$ cat src/hdl/wrpc_pkg.sv
`timescale 1ns / 1ps
// ============================================================================
// wrpc_pkg
// Shared constants, types and lane helpers for the weighted random pick
// with per-entry cooldowns.
// ============================================================================
package wrpc_pkg;

    // Entry geometry
    localparam int MAX_ENTRIES = 8;
    localparam int IDX_W       = $clog2(MAX_ENTRIES);
    localparam int WEIGHT_BITS = 8;
    localparam int LANE_W      = 8;
    localparam int FRAC_W      = 16;
    localparam int TIME_W      = 8;
    localparam int COUNT_W     = 4;
    localparam int TABLE_W     = 64;
    localparam int MASK_W      = 8;

    // Weight sum over all entries, and the scaled random value
    localparam int SUM_W = WEIGHT_BITS + IDX_W;
    localparam int V_W   = SUM_W + FRAC_W;

    localparam logic [COUNT_W-1:0] MAX_COUNT = COUNT_W'(MAX_ENTRIES);
    localparam logic [LANE_W-1:0]  WEIGHT_MASK = LANE_W'((1 << WEIGHT_BITS) - 1);

    // Operation codes
    localparam logic [1:0] OP_TICK    = 2'd0;
    localparam logic [1:0] OP_PICK    = 2'd1;
    localparam logic [1:0] OP_RESTART = 2'd2;

    // Configuration register indexes
    localparam int CFG_IDX_W = 4;
    localparam logic [CFG_IDX_W-1:0] CFG_ENTRY_COUNT    = 4'd0;
    localparam logic [CFG_IDX_W-1:0] CFG_WEIGHT_TABLE   = 4'd1;
    localparam logic [CFG_IDX_W-1:0] CFG_COOLDOWN_TABLE = 4'd2;
    localparam logic [CFG_IDX_W-1:0] CFG_CONNECTED_MASK = 4'd3;

    // Commands from the controller to the datapath
    typedef struct packed {
        logic load;       // capture the request
        logic exec;       // tick or restart, clear the weight sum
        logic idx_clr;    // restart the entry counter
        logic idx_inc;    // advance the entry counter
        logic sum_step;   // add the current entry's weight if eligible
        logic mul;        // scale the random fraction by the weight sum
        logic walk_step;  // subtract the current entry's weight if eligible
        logic emit;       // load the result register, reload the chosen entry
    } dp_cmd_t;

    // Status from the datapath to the controller
    typedef struct packed {
        logic [1:0] op;
        logic       n_zero;
        logic       idx_last;
        logic       hit;
        logic       out_free;
    } dp_sts_t;

    // Weight of entry i, limited to WEIGHT_BITS
    function automatic logic [LANE_W-1:0] lane_weight(input logic [TABLE_W-1:0] tbl,
                                                      input logic [IDX_W-1:0] i);
        lane_weight = tbl[LANE_W*i +: LANE_W] & WEIGHT_MASK;
    endfunction

    // Reload time of entry i
    function automatic logic [LANE_W-1:0] lane_cooldown(input logic [TABLE_W-1:0] tbl,
                                                        input logic [IDX_W-1:0] i);
        lane_cooldown = tbl[LANE_W*i +: LANE_W];
    endfunction

endpackage

$ cat src/hdl/wrpc_ctrl.sv
`timescale 1ns / 1ps
// ============================================================================
// wrpc_ctrl
// Sequencer for the pick: tick or restart, weight sum pass, scale, walk,
// then hand the result to the output register.
// ============================================================================
module wrpc_ctrl
    import wrpc_pkg::*;
(
    input  logic    aclk,
    input  logic    aresetn,
    input  logic    in_valid,
    output logic    in_ready,
    input  dp_sts_t sts,
    output dp_cmd_t cmd
);

    typedef enum logic [2:0] {
        ST_IDLE,
        ST_EXEC,
        ST_SUM,
        ST_MUL,
        ST_WALK,
        ST_EMIT
    } state_t;

    state_t state_reg;
    state_t state_next;

    assign in_ready = (state_reg == ST_IDLE);

    // Decode commands and next state
    always_comb begin
        cmd        = '0;
        state_next = state_reg;
        case (state_reg)
            ST_IDLE: begin
                if (in_valid) begin
                    cmd.load   = 1'b1;
                    state_next = ST_EXEC;
                end
            end
            ST_EXEC: begin
                cmd.exec    = 1'b1;
                cmd.idx_clr = 1'b1;
                case (sts.op)
                    OP_PICK:    state_next = sts.n_zero ? ST_EMIT : ST_SUM;
                    OP_RESTART: state_next = ST_IDLE;
                    default:    state_next = ST_IDLE;
                endcase
            end
            ST_SUM: begin
                cmd.sum_step = 1'b1;
                if (sts.idx_last) begin
                    cmd.idx_clr = 1'b1;
                    state_next  = ST_MUL;
                end else begin
                    cmd.idx_inc = 1'b1;
                end
            end
            ST_MUL: begin
                cmd.mul    = 1'b1;
                state_next = ST_WALK;
            end
            ST_WALK: begin
                cmd.walk_step = 1'b1;
                // hold the counter on the chosen entry
                if (sts.hit || sts.idx_last) begin
                    state_next = ST_EMIT;
                end else begin
                    cmd.idx_inc = 1'b1;
                end
            end
            ST_EMIT: begin
                if (sts.out_free) begin
                    cmd.emit   = 1'b1;
                    state_next = ST_IDLE;
                end
            end
            default: begin
                state_next = ST_IDLE;
            end
        endcase
    end

    // State register
    always_ff @(posedge aclk) begin
        if (!aresetn) begin
            state_reg <= ST_IDLE;
        end else begin
            state_reg <= state_next;
        end
    end

    // A captured request is always executed in the next cycle
    a_load_exec: assert property (@(posedge aclk) disable iff (!aresetn)
        in_valid && in_ready |=> state_reg == ST_EXEC)
        else $error("request not executed after capture");

    // A tick or restart finishes right after its execute cycle
    a_exec_idle: assert property (@(posedge aclk) disable iff (!aresetn)
        (state_reg == ST_EXEC) && (sts.op != OP_PICK) |=> state_reg == ST_IDLE)
        else $error("tick or restart did not return to idle");

    // A finished walk always goes to the result stage
    a_walk_emit: assert property (@(posedge aclk) disable iff (!aresetn)
        (state_reg == ST_WALK) && (sts.hit || sts.idx_last) |=> state_reg == ST_EMIT)
        else $error("walk ended without result stage");

endmodule

$ cat src/hdl/wrpc_dp.sv
`timescale 1ns / 1ps
// ============================================================================
// wrpc_dp
// Datapath: configuration registers, cooldown lanes, weight sum,
// scaled random value, roulette walk and result register.
// ============================================================================
module wrpc_dp
    import wrpc_pkg::*;
(
    input  logic                 aclk,
    input  logic                 aresetn,
    // configuration writes
    input  logic                 cfg_valid,
    output logic                 cfg_ready,
    input  logic [CFG_IDX_W-1:0] cfg_index,
    input  logic [TABLE_W-1:0]   cfg_data,
    // request payload
    input  logic [23:0]          s_tdata,
    input  logic [1:0]           s_tuser,
    // result channel
    output logic                 m_tvalid,
    input  logic                 m_tready,
    output logic [7:0]           m_tdata,
    output logic [0:0]           m_tuser,
    // controller link
    input  dp_cmd_t              cmd,
    output dp_sts_t              sts
);

    logic [COUNT_W-1:0] entry_count_reg;
    logic [TABLE_W-1:0] weight_table_reg;
    logic [TABLE_W-1:0] cooldown_table_reg;
    logic [MASK_W-1:0]  connected_mask_reg;

    logic [1:0]         op_reg;
    logic [TIME_W-1:0]  elapsed_reg;
    logic [FRAC_W-1:0]  frac_reg;

    logic [LANE_W-1:0]  cd_reg [MAX_ENTRIES];
    logic [IDX_W-1:0]   idx_reg;
    logic [SUM_W-1:0]   sum_reg;
    logic [V_W-1:0]     v_reg;

    logic               out_valid_reg;
    logic               out_picked_reg;
    logic [IDX_W-1:0]   out_idx_reg;
    logic               out_conn_reg;

    logic [COUNT_W-1:0] n_eff;
    logic [IDX_W-1:0]   n_last;
    logic               n_zero;
    logic [LANE_W-1:0]  cur_w;
    logic               cur_elig;
    logic [V_W-1:0]     cur_w_scaled;
    logic               hit;
    logic               out_free;

    assign cfg_ready = 1'b1;

    // Configuration registers
    always_ff @(posedge aclk) begin
        if (!aresetn) begin
            entry_count_reg    <= '0;
            weight_table_reg   <= '0;
            cooldown_table_reg <= '0;
            connected_mask_reg <= '0;
        end else if (cfg_valid) begin
            case (cfg_index)
                CFG_ENTRY_COUNT:    entry_count_reg    <= cfg_data[COUNT_W-1:0];
                CFG_WEIGHT_TABLE:   weight_table_reg   <= cfg_data;
                CFG_COOLDOWN_TABLE: cooldown_table_reg <= cfg_data;
                CFG_CONNECTED_MASK: connected_mask_reg <= cfg_data[MASK_W-1:0];
                default: ;
            endcase
        end
    end

    // Clamp the entry count
    assign n_eff  = (entry_count_reg > MAX_COUNT) ? MAX_COUNT : entry_count_reg;
    assign n_zero = (n_eff == '0);
    assign n_last = IDX_W'(n_eff - COUNT_W'(1));

    // Current entry of the sum pass and the walk
    assign cur_w        = lane_weight(weight_table_reg, idx_reg);
    assign cur_elig     = (cd_reg[idx_reg] == '0) && connected_mask_reg[idx_reg];
    assign cur_w_scaled = V_W'({cur_w, {FRAC_W{1'b0}}});
    assign hit          = cur_elig && (v_reg <= cur_w_scaled);

    assign out_free = !out_valid_reg || m_tready;

    assign sts.op       = op_reg;
    assign sts.n_zero   = n_zero;
    assign sts.idx_last = (idx_reg == n_last);
    assign sts.hit      = hit;
    assign sts.out_free = out_free;

    // Capture the request
    always_ff @(posedge aclk) begin
        if (cmd.load) begin
            op_reg      <= s_tuser;
            elapsed_reg <= s_tdata[TIME_W-1:0];
            frac_reg    <= s_tdata[TIME_W +: FRAC_W];
        end
    end

    // Cooldown lanes: restart, tick, or reload the chosen entry
    always_ff @(posedge aclk) begin
        if (!aresetn) begin
            for (int i = 0; i < MAX_ENTRIES; i++) begin
                cd_reg[i] <= '0;
            end
        end else if (cmd.exec) begin
            for (int i = 0; i < MAX_ENTRIES; i++) begin
                if (op_reg == OP_RESTART) begin
                    cd_reg[i] <= lane_cooldown(cooldown_table_reg, IDX_W'(i));
                end else begin
                    cd_reg[i] <= (cd_reg[i] > elapsed_reg) ? cd_reg[i] - elapsed_reg : '0;
                end
            end
        end else if (cmd.emit && !n_zero) begin
            cd_reg[idx_reg] <= lane_cooldown(cooldown_table_reg, idx_reg);
        end
    end

    // Entry counter
    always_ff @(posedge aclk) begin
        if (!aresetn) begin
            idx_reg <= '0;
        end else if (cmd.idx_clr) begin
            idx_reg <= '0;
        end else if (cmd.idx_inc) begin
            idx_reg <= idx_reg + IDX_W'(1);
        end
    end

    // Weight sum and scaled random value
    always_ff @(posedge aclk) begin
        if (cmd.exec) begin
            sum_reg <= '0;
        end else if (cmd.sum_step && cur_elig) begin
            sum_reg <= sum_reg + SUM_W'(cur_w);
        end
        if (cmd.mul) begin
            v_reg <= V_W'(frac_reg * sum_reg);
        end else if (cmd.walk_step && cur_elig && !hit) begin
            v_reg <= v_reg - cur_w_scaled;
        end
    end

    // Result register
    always_ff @(posedge aclk) begin
        if (!aresetn) begin
            out_valid_reg <= 1'b0;
        end else if (cmd.emit) begin
            out_valid_reg <= 1'b1;
        end else if (m_tready) begin
            out_valid_reg <= 1'b0;
        end
    end

    always_ff @(posedge aclk) begin
        if (cmd.emit) begin
            out_picked_reg <= !n_zero;
            out_idx_reg    <= n_zero ? '0 : idx_reg;
            out_conn_reg   <= !n_zero && connected_mask_reg[idx_reg];
        end
    end

    assign m_tvalid = out_valid_reg;
    assign m_tdata  = {4'b0000, out_conn_reg, out_idx_reg};
    assign m_tuser  = out_picked_reg;

    // The chosen entry holds its reload time right after the result
    a_reload: assert property (@(posedge aclk) disable iff (!aresetn)
        cmd.emit && !n_zero |=>
        cd_reg[$past(idx_reg)] == $past(lane_cooldown(cooldown_table_reg, idx_reg)))
        else $error("chosen entry not reloaded");

    // The sum pass and the walk never run past the last entry in use
    a_walk_range: assert property (@(posedge aclk) disable iff (!aresetn)
        cmd.walk_step || cmd.sum_step |-> idx_reg <= n_last)
        else $error("entry counter beyond last entry");

    // An empty pick carries an all-zero result
    a_empty_pick: assert property (@(posedge aclk) disable iff (!aresetn)
        cmd.emit && n_zero |=> !m_tuser[0] && (m_tdata == 8'h00))
        else $error("empty pick with nonzero result");

endmodule

$ cat src/hdl/weighted_random_pick_cooldown.sv
`timescale 1ns / 1ps
// ============================================================================
// weighted_random_pick_cooldown
// Weighted roulette pick among connected entries whose cooldown has run out.
// ============================================================================
// Usage:
//   Requests enter on the s_ stream: tuser holds the operation (tick, tick
//   then pick, restart), tdata the elapsed ticks and a 16-bit random fraction.
//   Only a pick request returns one result on the m_ stream: tuser is the
//   picked flag, tdata the chosen index and its connected bit.
//   Registers are written on the cfg_ channel (index, 64-bit data), always
//   ready; write them only while no request is in flight.
// Timing:
//   A tick or restart request runs the execute state and returns to idle.
//   A pick with n entries in use runs execute, the sum pass over the n
//   entries, the scale, a walk of k steps (1 to n) and the result stage;
//   leaving that stage makes the result valid and frees the input. A pick
//   with no entries in use goes from execute straight to the result stage.
//   The sum pass and the walk each go one entry per cycle through one adder
//   and one compare; the scale is one 16x11 multiply.
// Reset:
//   aresetn (synchronous, active low) clears state, config, countdowns and m_tvalid.
// Backpressure:
//   A result waits in the output register while m_tready is low; the next
//   request is accepted meanwhile and a following pick waits only at its end.
// ============================================================================
module weighted_random_pick_cooldown
    import wrpc_pkg::*;
(
    input  logic                 aclk,
    input  logic                 aresetn,
    // request stream
    input  logic                 s_tvalid,
    output logic                 s_tready,
    input  logic [23:0]          s_tdata,   // [7:0] elapsed_time, [23:8] random_fraction
    input  logic [1:0]           s_tuser,   // [1:0] operation
    // result stream
    output logic                 m_tvalid,
    input  logic                 m_tready,
    output logic [7:0]           m_tdata,   // [2:0] chosen_index, [3] chosen_connected, [7:4] zero
    output logic [0:0]           m_tuser,   // [0] picked
    // configuration writes
    input  logic                 cfg_valid,
    output logic                 cfg_ready,
    input  logic [CFG_IDX_W-1:0] cfg_index,
    input  logic [TABLE_W-1:0]   cfg_data
);

    dp_cmd_t cmd;
    dp_sts_t sts;

    wrpc_ctrl u_ctrl (
        .aclk     (aclk),
        .aresetn  (aresetn),
        .in_valid (s_tvalid),
        .in_ready (s_tready),
        .sts      (sts),
        .cmd      (cmd)
    );

    wrpc_dp u_dp (
        .aclk      (aclk),
        .aresetn   (aresetn),
        .cfg_valid (cfg_valid),
        .cfg_ready (cfg_ready),
        .cfg_index (cfg_index),
        .cfg_data  (cfg_data),
        .s_tdata   (s_tdata),
        .s_tuser   (s_tuser),
        .m_tvalid  (m_tvalid),
        .m_tready  (m_tready),
        .m_tdata   (m_tdata),
        .m_tuser   (m_tuser),
        .cmd       (cmd),
        .sts       (sts)
    );

endmodule

$ cat config.mk
export PLATFORM = sky130hd
export DESIGN_NAME = weighted_random_pick_cooldown
export DESIGN_NICKNAME = d
export VERILOG_FILES = /design/src/hdl/wrpc_pkg.sv /design/src/hdl/wrpc_ctrl.sv /design/src/hdl/wrpc_dp.sv /design/src/hdl/weighted_random_pick_cooldown.sv
export SDC_FILE = /design/constraint.sdc
export NUM_CORES = 1
export LEC_CHECK = 0
export BUFFER_PORTS_ARGS = -buffer_cell sky130_fd_sc_hd__buf_2
export CAP_MARGIN = 40
export CELL_PAD_IN_SITES_DETAIL_PLACEMENT = 1
export CELL_PAD_IN_SITES_GLOBAL_PLACEMENT = 2
export CORE_MARGIN = 3
export CORE_UTILIZATION = 25
export DETAILED_ROUTE_END_ITERATION = 7
export GPL_TIMING_DRIVEN = 0
export PLACE_DENSITY = 0.67
export SETUP_SLACK_MARGIN = 0.2
export SYNTH_ARGS = -nofsm -noshare
export SYNTH_HDL_FRONTEND = slang
export SYNTH_SLANG_ARGS = --single-unit
$ cat constraint.sdc
create_clock -name aclk -period 5 [get_ports aclk]
set_input_delay 0.25 -clock aclk [delete_from_list [all_inputs] [get_ports aclk]]
set_output_delay 0.25 -clock aclk [all_outputs]
set_load 0.02 [all_outputs]
==> results of run 1 <==
==> worst max-delay path by stage <==
stage                      startpoint             end  cells after the start
finish               u_dp.frac_reg[3]  u_dp.v_reg[22]                     19
global route         u_dp.frac_reg[3]  u_dp.v_reg[22]                     20
CTS                  u_dp.frac_reg[3]  u_dp.v_reg[25]                     18
detailed placement   u_dp.sum_reg[10]  u_dp.v_reg[26]                     18
global placement      u_dp.idx_reg[1]  u_dp.v_reg[17]                     12
floorplan           u_dp.frac_reg[10]  u_dp.v_reg[23]                     20
==> metrics by stage <==
| step | utilization | hold WS (ps) | power, W |
|---|---|---|---|
| floorplan | - | 349 | 0.00315 |
| global placement | 0.280 | 427 | 0.00347 |
| detailed placement | 0.282 | 428 | 0.00351 |
| CTS | 0.316 | 125 | 0.00663 |
| global route | 0.320 | 152 | 0.00682 |
| finish | 0.320 | 145 | 0.00657 |
==> metal layers <==
layer	up-vias	wire length (um)
met1	9496	38000
li1	8686	-
met5	-	13
met4	2	2800
met3	133	3960
met2	447	39900
==> final cells by class <==
type | count | area share
Multi-Input combinational cell | 1748 | 0.501
Sequential cell | 283 | 0.261
Timing Repair Buffer | 251 | 0.0719
Tap cell | 1070 | 0.0506
Clock buffer | 54 | 0.0433
Buffer | 125 | 0.0323
Inverter | 213 | 0.0302
Clock inverter | 19 | 0.00931
==> kinds of logic (layout without fill, tap and decap cells) <==
kind of cell,after synthesis,in the layout,synth area share
AND/OR/NAND/NOR,858,858,0.185
AO/OA/AOI/OAI,465,465,0.142
buffers and inverters,338,662,0.0623
adder cells (fa/ha/maj),283,283,0.216
flip-flops,283,283,0.327
XOR/XNOR,79,79,0.0329
multiplexers,58,58,0.0338
other,2,5,0.000357
==> tightest hold or removal path: stages <==
cell	delay (ps)
buf_2	120
nand3_1	80
nor2_1	110
nand2_1	90
a21oi_1	50
==> synth_stat cells (6+ instances only) <==
library cell and count:
nand2_1 457, inv_1 211, a21oi_1 188, dfxtp_1 161, ha_1 148, fa_1 135
edfxtp_1 122, nor2_1 119, clkbuf_1 106, and2_1 92, o21ai_0 63, xnor2_1 61
mux2i_1 44, a21o_1 41, o221ai_1 36, nor3_1 35, nand4_1 25, nand3_1 24
nor2b_1 20, xor2_1 18, nand2b_1 17, a221oi_1 16, or3_1 15, a211oi_1 14
a22oi_1 14, a31oi_1 12, nor4_1 12, o22ai_1 12, and3_1 11, a221o_1 10
mux4_2 10, a21boi_0 9, nor3b_1 9, buf_2 7, buf_4 7, or2_2 7
a32o_1 6
==> layout by cell type (no fill, tap or decap), drive strengths merged, types with 6 or more instances in the layout <==
cell type,count
a211oi,14
a21boi,9
a21o,41
a21oi,188
a221o,10
a221oi,16
a22oi,14
a31oi,12
a32o,6
and2,92
and3,11
buf,185
clkbuf,155
clkinv,13
dfxtp,161
dlygate4sd3,90
edfxtp,122
fa,135
ha,148
inv,214
mux2i,44
mux4,10
nand2,457
nand2b,17
nand3,24
nand4,26
nor2,119
nor2b,20
nor3,35
nor3b,9
nor4,12
o21ai,63
o221ai,36
o22ai,12
or2,7
or3,15
xnor2,61
xor2,18
==> what timing repair did <==
item / 4_1_cts / 5_1_grt
hold endpoints to repair: 155 / 0
setup buffers: 24 / 17
hold buffers: 90 / 0
pin swaps: 31 / 38
endpoints found under the setup margin: 40 / 34
gates resized for setup: 89 / 58
cloned: 0 / 0
==> report_power, final <==
group / total (W) / internal (W) / switching [W]
registers: 0.00257 / 0.00250 / 0.0000686
logic: 0.000979 / 0.000390 / 0.000589
clock network: 0.00302 / 0.00183 / 0.00119
==> results.yml, run 1 <==
synth:
  synth_seq_cells: 283
  synth_largest_area_cell: "edfxtp_1"
  ys_warn_count: 0
  synth_top_cell_area_share: 0.174
  synth_edf_count: 122
  synth_area_leaders: "edfxtp_1 (17%), dfxtp_1 (15%), fa_1 (13%), ha_1 (8.8%), nand2_1 (8.1%)"
  ys_seq_area_frac: 0.327
  synthArstFlopShare: 0
  syn_avg_cell_area_sq_um: 8.90
  synth_cells: 2366
  ys_types: 72
  synth_ff_type: "dfxtp_1"
  syn_area_sq_mm: 0.0211
global_route:
  grtUsageTotal: 0.192
  met1_usage: 0.251
  grt_pass1_wl_um: 125000
  gr-usage-met3: 0.0331
  antenna_found_initial: 4
  grt_max_degree: 27
  busiest_layer: "met2"
  grtUsageMet2: 0.321
  grt_overflow: 0
  grt_pass1_vias: 19900
worst_setup_path:
  path_common_cell: "fa_1"
  cp_cell_sequence: "buf_8, buf_4, and2_1, fa_1, fa_1, fa_2, fa_1, inv_1, fa_1, inv_1, ha_4, a211oi_4, o21ai_2, a32oi_2, buf_4, a21oi_2, a211o_1, xnor2_2, a21oi_1"
  reg2reg_depth: 19
  crit_path_max_fanout: 5
  worstPathArrival_ps: 5620
  critPathRequiredTime_ps: 5310
  cpPeakStageDelay_ps: 560
  path_buf_inv: 5
  r2r-start: "u_dp.frac_reg[3]"
  startpoint_type: "flop"
  crit_type: "reg -> reg"
  r2r-end: "u_dp.v_reg[22]"
  critPathSlowestCell: "fa_1"
  crit_path_end_kind: "flop"
  r2r_slack_ps: -310
  path_delay_family: "adder cells"
routing:
  first_pass_iters: 5
  drc: 0
  drtIter0Drc: 1169
  finalWirelength_um: 84700
  vias: 18800
  postRouteAntennaNets: 0
  wl_per_cell_um: 22.5
  avgViaCountPerCell: 4.99
outcome:
  status: "complete, but fails checks"
  violations: "setup timing"
timing:
  rsz0062_at_grt: "yes"
  relSlewSlack: 0.281
  period_share: 1.06
  drv_slew: 0
  setup-tns-final_ps: -2760
  fin_ws_ps: -310
  setup_viol: 13
  fin_crit_ps: 5310
  hold_violations: 0
  fin_worst_skew_ps: 25.8
  max_freq_ghz: 0.188
  tightest_slew_ps: 1080
cts:
  htreeDepth: 2
  cts.sink_count: 283
  cts_root_buf: "clkbuf_16"
  cts.path.max_buffers: 3
  cts_tree: "done"
  numCtsBuffers: 40
  clkLatencyLatePin_ps: 600
  clkTransAtPathRegs_ps: 60
layout:
  seq_area_sq_mm: 0.00691
  stdcell_count: 3763
  drive_gt1_frac: 0.141
  num-fill-cells: 9565
  syn_to_final_growth_pct: 25.8
  fin_nets: 3044
  multiInputGateArea_sq_mm: 0.0133
  final_area_sq_mm: 0.0265
  n_antenna_cell: 0
placed_design:
  port_buffers: 104
  place_inst: 3558
  place_ws_ps: -959
  dpl.hpwl_um: 66100
  placed_area_sq_mm: 0.0233
  place.gp.congestion: 0.873
flow_run:
  cap_violations: 0
worst_hold_path:
  whs_path_depth: 5
  hp-class: "in -> reg"
  hold_end: "u_dp.weight_table_reg[0]"
  min_from: "cfg_index[0]"
floorplan:
  io_pins: 111
  chipWidth_um: 296
  die_h_um: 296
  start_util: 0.254
  coreArea_sq_mm: 0.0828
  die_area_sq_mm: 0.0877
  rows: 105
power:
  vdd_drop_max_mv: 0.328
  p_leak_nw: 10.8
  cellPowerDensity_mw_per_mm2: 248
No activity file was read; power rests on OpenSTA's default activity.
==> run 2: changes to the inputs <==
--- a/config.mk
+++ b/config.mk
@@ -14,7 +14,7 @@
 export DETAILED_ROUTE_END_ITERATION = 7
 export GPL_TIMING_DRIVEN = 0
 export PLACE_DENSITY = 0.67
-export SETUP_SLACK_MARGIN = 0.2
+export SLEW_MARGIN = 20
 export SYNTH_ARGS = -nofsm -noshare
 export SYNTH_HDL_FRONTEND = slang
 export SYNTH_SLANG_ARGS = --single-unit
==> run 2 against run 1 <==
Compared with the run above: the run still ends with setup timing left; non-clock buffer count fell by 11; flip-flop and latch count stayed put; sequential share of layout area grew 0.29 points; clock power shrank 6%; largest cell class unchanged; largest power group unchanged; highest routed layer is now met4.
==> results.yml, run 2 (synthesis results as in run 1) <==
layout:
  num-fill-cells: 9675
  multiInputGateArea_sq_mm: 0.0132
  drive_gt1_frac: 0.133
  final_cell_mix: "nand2_1 (454), inv_1 (200), a21oi_1 (182)"
  fin_nets: 3030
  final_common_cell: "nand2_1"
  syn_to_final_growth_pct: 24.4
  final_area_sq_mm: 0.0262
  seq_area_sq_mm: 0.00691
worst_setup_path:
  crit_type: "reg -> reg"
  crit_path_max_fanout: 5
  worstPathArrival_ps: 5810
  startpoint_type: "flop"
  crit_path_end_kind: "flop"
  critPathRequiredTime_ps: 5300
floorplan:
  coreArea_sq_mm: 0.0828
  die_area_sq_mm: 0.0877
  start_util: 0.254
  chipWidth_um: 296
  rows: 105
  die_h_um: 296
  io_pins: 111
global_route:
  grt_max_degree: 20
  grt_pass1_vias: 19900
  grtUsageTotal: 0.190
  antenna_found_initial: 4
  grt_pass1_wl_um: 125000
  grt_overflow: 0
power:
  vdd_drop_max_mv: 0.215
  cellPowerDensity_mw_per_mm2: 243
  p_clk_frac: 0.444
  p_leak_nw: 10.7
  p_comb_frac: 0.153
  pwr-share-seq: 0.403
  finalPower_w: 0.00637
  p_sw_w: 0.00180
  internal_power_w: 0.00457
  switching_share: 0.283
timing:
  relSlewSlack: 0.368
  setup_viol: 13
  period_share: 1.10
  fin_crit_ps: 5510
  hold_violations: 0
  tightest_slew_ps: 941
  fin_ws_ps: -506
  fin_worst_skew_ps: 50.9
  drv_slew: 0
  max_freq_ghz: 0.182
  rsz0062_at_grt: "yes"
  hold_slack_ps: 272
  setup-tns-final_ps: -3970
routing:
  first_pass_iters: 5
  drc: 0
  wl_per_cell_um: 22.4
  drtIter0Drc: 1193
  vias: 18800
  postRouteAntennaNets: 0
  avgViaCountPerCell: 5.02
  finalWirelength_um: 83800
outcome:
  violations: "setup timing"
  status: "complete, but fails checks"
placed_design:
  placed_area_sq_mm: 0.0232
  dpl.hpwl_um: 66100
  place.gp.congestion: 0.877
  port_buffers: 104
cts:
  htreeDepth: 2
  cts.path.max_buffers: 3
  numCtsBuffers: 37
  clkTransAtPathRegs_ps: 60
  cts.sink_count: 283
  clkLatencyLatePin_ps: 590
  cts_tree: "done"
  cts_root_buf: "clkbuf_16"
worst_hold_path:
  hp-class: "in -> reg"
flow_run:
  cap_violations: 0
==> run 2: cell types whose count changed in the layout (fill, tap and decap cells not counted), sizes merged <==
cell      delta
buf          -8
bufinv       -2
clkbuf       -4
clkinv       -5
clkinvlp     -1
diode        +1
inv          +1
==> run 2: power by group through the flow <==
| stage | Combinational [W] | Clock [W] | Sequential [W] |
|---|---|---|---|
| 5_1_grt | 0.00107 | 0.00298 | 0.00257 |
| 2_1_floorplan | 0.000562 | 0 | 0.00258 |
| 4_1_cts | 0.000968 | 0.00290 | 0.00257 |
| 3_3_place_gp | 0.000842 | 0 | 0.00261 |
| 3_5_place_dp | 0.000886 | 0 | 0.00262 |
| 6_report | 0.000975 | 0.00283 | 0.00257 |
==> run 2: worst paths after layout <==
kind,cells after the start,slack [ps],to,from
setup / recovery,20,-510,u_dp.v_reg[26],u_dp.frac_reg[8]
hold / removal,5,270,u_ctrl.state_reg[0],s_tvalid
setup reg to reg,20,-510,u_dp.v_reg[26],u_dp.frac_reg[8]
hold reg to reg,2,460,u_dp.weight_table_reg[10],u_dp.weight_table_reg[10]
==> run 2: cell type report <==
| type | count | area share |
|---|---|---|
| plain buffers | 119 | 0.0288 |
| clock inverters | 12 | 0.00655 |
| clock buffers | 53 | 0.0425 |
| well taps | 1070 | 0.0511 |
| flip-flops and latches | 283 | 0.264 |
| multi-input cells | 1748 | 0.505 |
| diodes | 1 | 0.0000956 |
| repair buffers | 246 | 0.0719 |
| inverters | 213 | 0.0306 |
==> run 2: metal layers <==
metal,share of wire,track usage
met1,0.47,0.269
met2,0.45,0.300
met3,0.054,0.0292
met4,0.027,0.0518
met5,0,0
==> run 2: critical path, cell delays in order (launching register included) <==
cell and delay [ps]:
edfxtp_1 480, buf_6 190, buf_6 120, and2_4 150
fa_1 540, inv_2 40, fa_1 540, inv_2 40
fa_1 480, fa_1 540, inv_2 40, fa_1 510
inv_2 50, ha_4 210, buf_8 120, buf_4 130
a32oi_2 280, nand3b_1 250, a32oi_2 270, xnor2_1 160
mux2i_1 100
==> run 2: through the flow <==
stage | std cells | setup WS (ps) | utilization
6_report | 3745 | -506 | 0.316
3_3_place_gp | 3543 | -1610 | 0.278
3_5_place_dp | 3554 | -1250 | 0.280
4_1_cts | 3734 | -467 | 0.314
5_1_grt | 3744 | -668 | 0.316
2_1_floorplan | 2369 | 6.41 | -
==> run 2: repair_timing <==
action | CTS | global route
endpoints found under the hold margin | 153 | 0
setup buffers | 29 | 12
gates cloned | 1 | 0
resized for setup | 122 | 32
pin swaps | 20 | 25
hold buffers | 90 | 0
setup endpoints to repair | 29 | 25
==> run 3: changes to the inputs <==
--- a/config.mk
+++ b/config.mk
@@ -14,6 +14,7 @@
 export DETAILED_ROUTE_END_ITERATION = 7
 export GPL_TIMING_DRIVEN = 0
 export PLACE_DENSITY = 0.67
+export SKIP_LAST_GASP = 1
 export SLEW_MARGIN = 20
 export SYNTH_ARGS = -nofsm -noshare
 export SYNTH_HDL_FRONTEND = slang
==> run 3 against run 2 <==
Compared with the run above: the run still ends with setup timing left; critical path depth shrank 3; critical path type unchanged; highest routed layer unchanged; final cell count grew 0.32%; clock power is essentially flat.
==> results.yml, run 3 (synthesis results as in run 1) <==
outcome:
  status: "complete, but fails checks"
  violations: "setup timing"
layout:
  drive_gt1_frac: 0.142
  n_antenna_cell: 0
  final_area_sq_mm: 0.0264
  final_cell_mix: "nand2_1 (449), inv_1 (199), a21oi_1 (182)"
  final_common_cell: "nand2_1"
  syn_to_final_growth_pct: 25.3
  finalCoreUtilization: 0.319
  fin_nets: 3043
worst_setup_path:
  crit_path_max_fanout: 5
  worstPathArrival_ps: 5630
  path_common_cell: "fa_1"
  startpoint_type: "flop"
  path_buf_inv: 3
  critPathRequiredTime_ps: 5300
  path_delay_family: "adder cells"
  cp_cell_sequence: "clkbuf_8, and2_1, fa_1, fa_2, fa_1, fa_1, inv_1, fa_1, inv_2, ha_4, a211oi_4, o21ai_1, a32oi_2, nand3b_1, a32oi_2, xnor2_1, mux2i_1"
  critPathSlowestCell: "fa_2"
  cpPeakStageDelay_ps: 630
  crit_type: "reg -> reg"
  crit_path_end_kind: "flop"
global_route:
  grt_overflow: 0
  antenna_found_initial: 4
  grtUsageTotal: 0.190
  grt_pass1_vias: 19900
  grt_pass1_wl_um: 125000
  grt_max_degree: 20
flow_run:
  cap_violations: 0
floorplan:
  chipWidth_um: 296
  coreArea_sq_mm: 0.0828
  die_h_um: 296
  rows: 105
  io_pins: 111
  start_util: 0.254
  die_area_sq_mm: 0.0877
power:
  switching_share: 0.283
  p_comb_frac: 0.154
  internal_power_w: 0.00457
  p_clk_frac: 0.443
  cellPowerDensity_mw_per_mm2: 242
  vdd_drop_max_mv: 0.216
  p_sw_w: 0.00180
  p_leak_nw: 10.8
  pwr-share-seq: 0.402
timing:
  rsz0062_at_grt: "yes"
  fin_crit_ps: 5330
  period_share: 1.07
  drv_slew: 0
  fin_worst_skew_ps: 51.2
  max_freq_ghz: 0.188
  hold_violations: 0
  tightest_slew_ps: 945
  setup_viol: 12
  relSlewSlack: 0.365
  fin_ws_ps: -330
placed_design:
  port_buffers: 104
  placed_area_sq_mm: 0.0232
  dpl.hpwl_um: 66100
  place.gp.congestion: 0.877
routing:
  avgViaCountPerCell: 5.02
  drtIter0Drc: 1142
  postRouteAntennaNets: 0
  wl_per_cell_um: 22.4
  vias: 18900
  drc: 0
  finalWirelength_um: 84100
  first_pass_iters: 5
cts:
  htreeDepth: 2
  cts_tree: "done"
  clkTransAtPathRegs_ps: 60
  cts.sink_count: 283
  numCtsBuffers: 37
  cts_root_buf: "clkbuf_16"
  cts.path.max_buffers: 3
  clkLatencyLatePin_ps: 590
worst_hold_path:
  hp-class: "in -> reg"
==> run 3: final timing paths <==
| check | startpoint | end | slack [ps] | cells past startpoint |
|---|---|---|---|---|
| worst max register to register | u_dp.frac_reg[4] | u_dp.v_reg[26] | -330 | 17 |
| worst min-delay path | s_tvalid | u_ctrl.state_reg[0] | 270 | 5 |
| worst min register to register | u_dp.weight_table_reg[40] | u_dp.weight_table_reg[40] | 460 | 2 |
| worst max-delay path | u_dp.frac_reg[4] | u_dp.v_reg[26] | -330 | 17 |
==> run 3: what timing repair did <==
item                                    4_1_cts  5_1_grt
buffers inserted                             29       28
hold endpoints to repair                    153        0
gates cloned                                  1        0
pin swaps                                    18       44
endpoints found under the setup margin       29       26
hold buffers                                 90        0
resized for setup                           109       70
==> run 3: power groups by stage <==
stage / sequential (W) / combinational, W / clock, W
6_report: 0.00256 / 0.000985 / 0.00283
4_1_cts: 0.00257 / 0.000968 / 0.00290
3_3_place_gp: 0.00261 / 0.000842 / 0
2_1_floorplan: 0.00258 / 0.000562 / 0
3_5_place_dp: 0.00262 / 0.000886 / 0
5_1_grt: 0.00257 / 0.00108 / 0.00298
==> run 3: worst min-delay path, cell delays in order <==
cell,delay (ps)
buf_2,140
nor3_1,140
a2111oi_0,90
o21ai_0,90
nand2_1,60
==> run 3: final cells by class <==
cell class              count  area (sq um)
plain buffers             118           746
multi-input cells        1748         13300
repair buffers            260          2010
fillers                  9675         56400
clock buffers              53          1110
clock inverters            12           171
flip-flops and latches    283          6910
well taps                1070          1340
inverters                 213           802
==> run 3: metrics by stage <==
step                      power [W]  hold WS (ps)  TNS, ps  setup slack [ps]  std cells
after detailed placement    0.00350           428   -17410             -1250       3554
after global routing        0.00663           297    -5240              -524       3757
final                       0.00637           269    -2610              -330       3757
after CTS                   0.00643           264    -4040              -471       3734
after global placement      0.00346           426   -36080             -1610       3543
after floorplan             0.00314           349        0              6.41       2369
==> run 3: routing by layer <==
layer | share of wire | vias up | global-route usage
met2 | 0.45 | 482 | 0.300
met3 | 0.053 | 95 | 0.0291
li1 | - | 8695 | -
met4 | 0.027 | 0 | 0.0518
met5 | 0 | - | 0
met1 | 0.47 | 9582 | 0.269
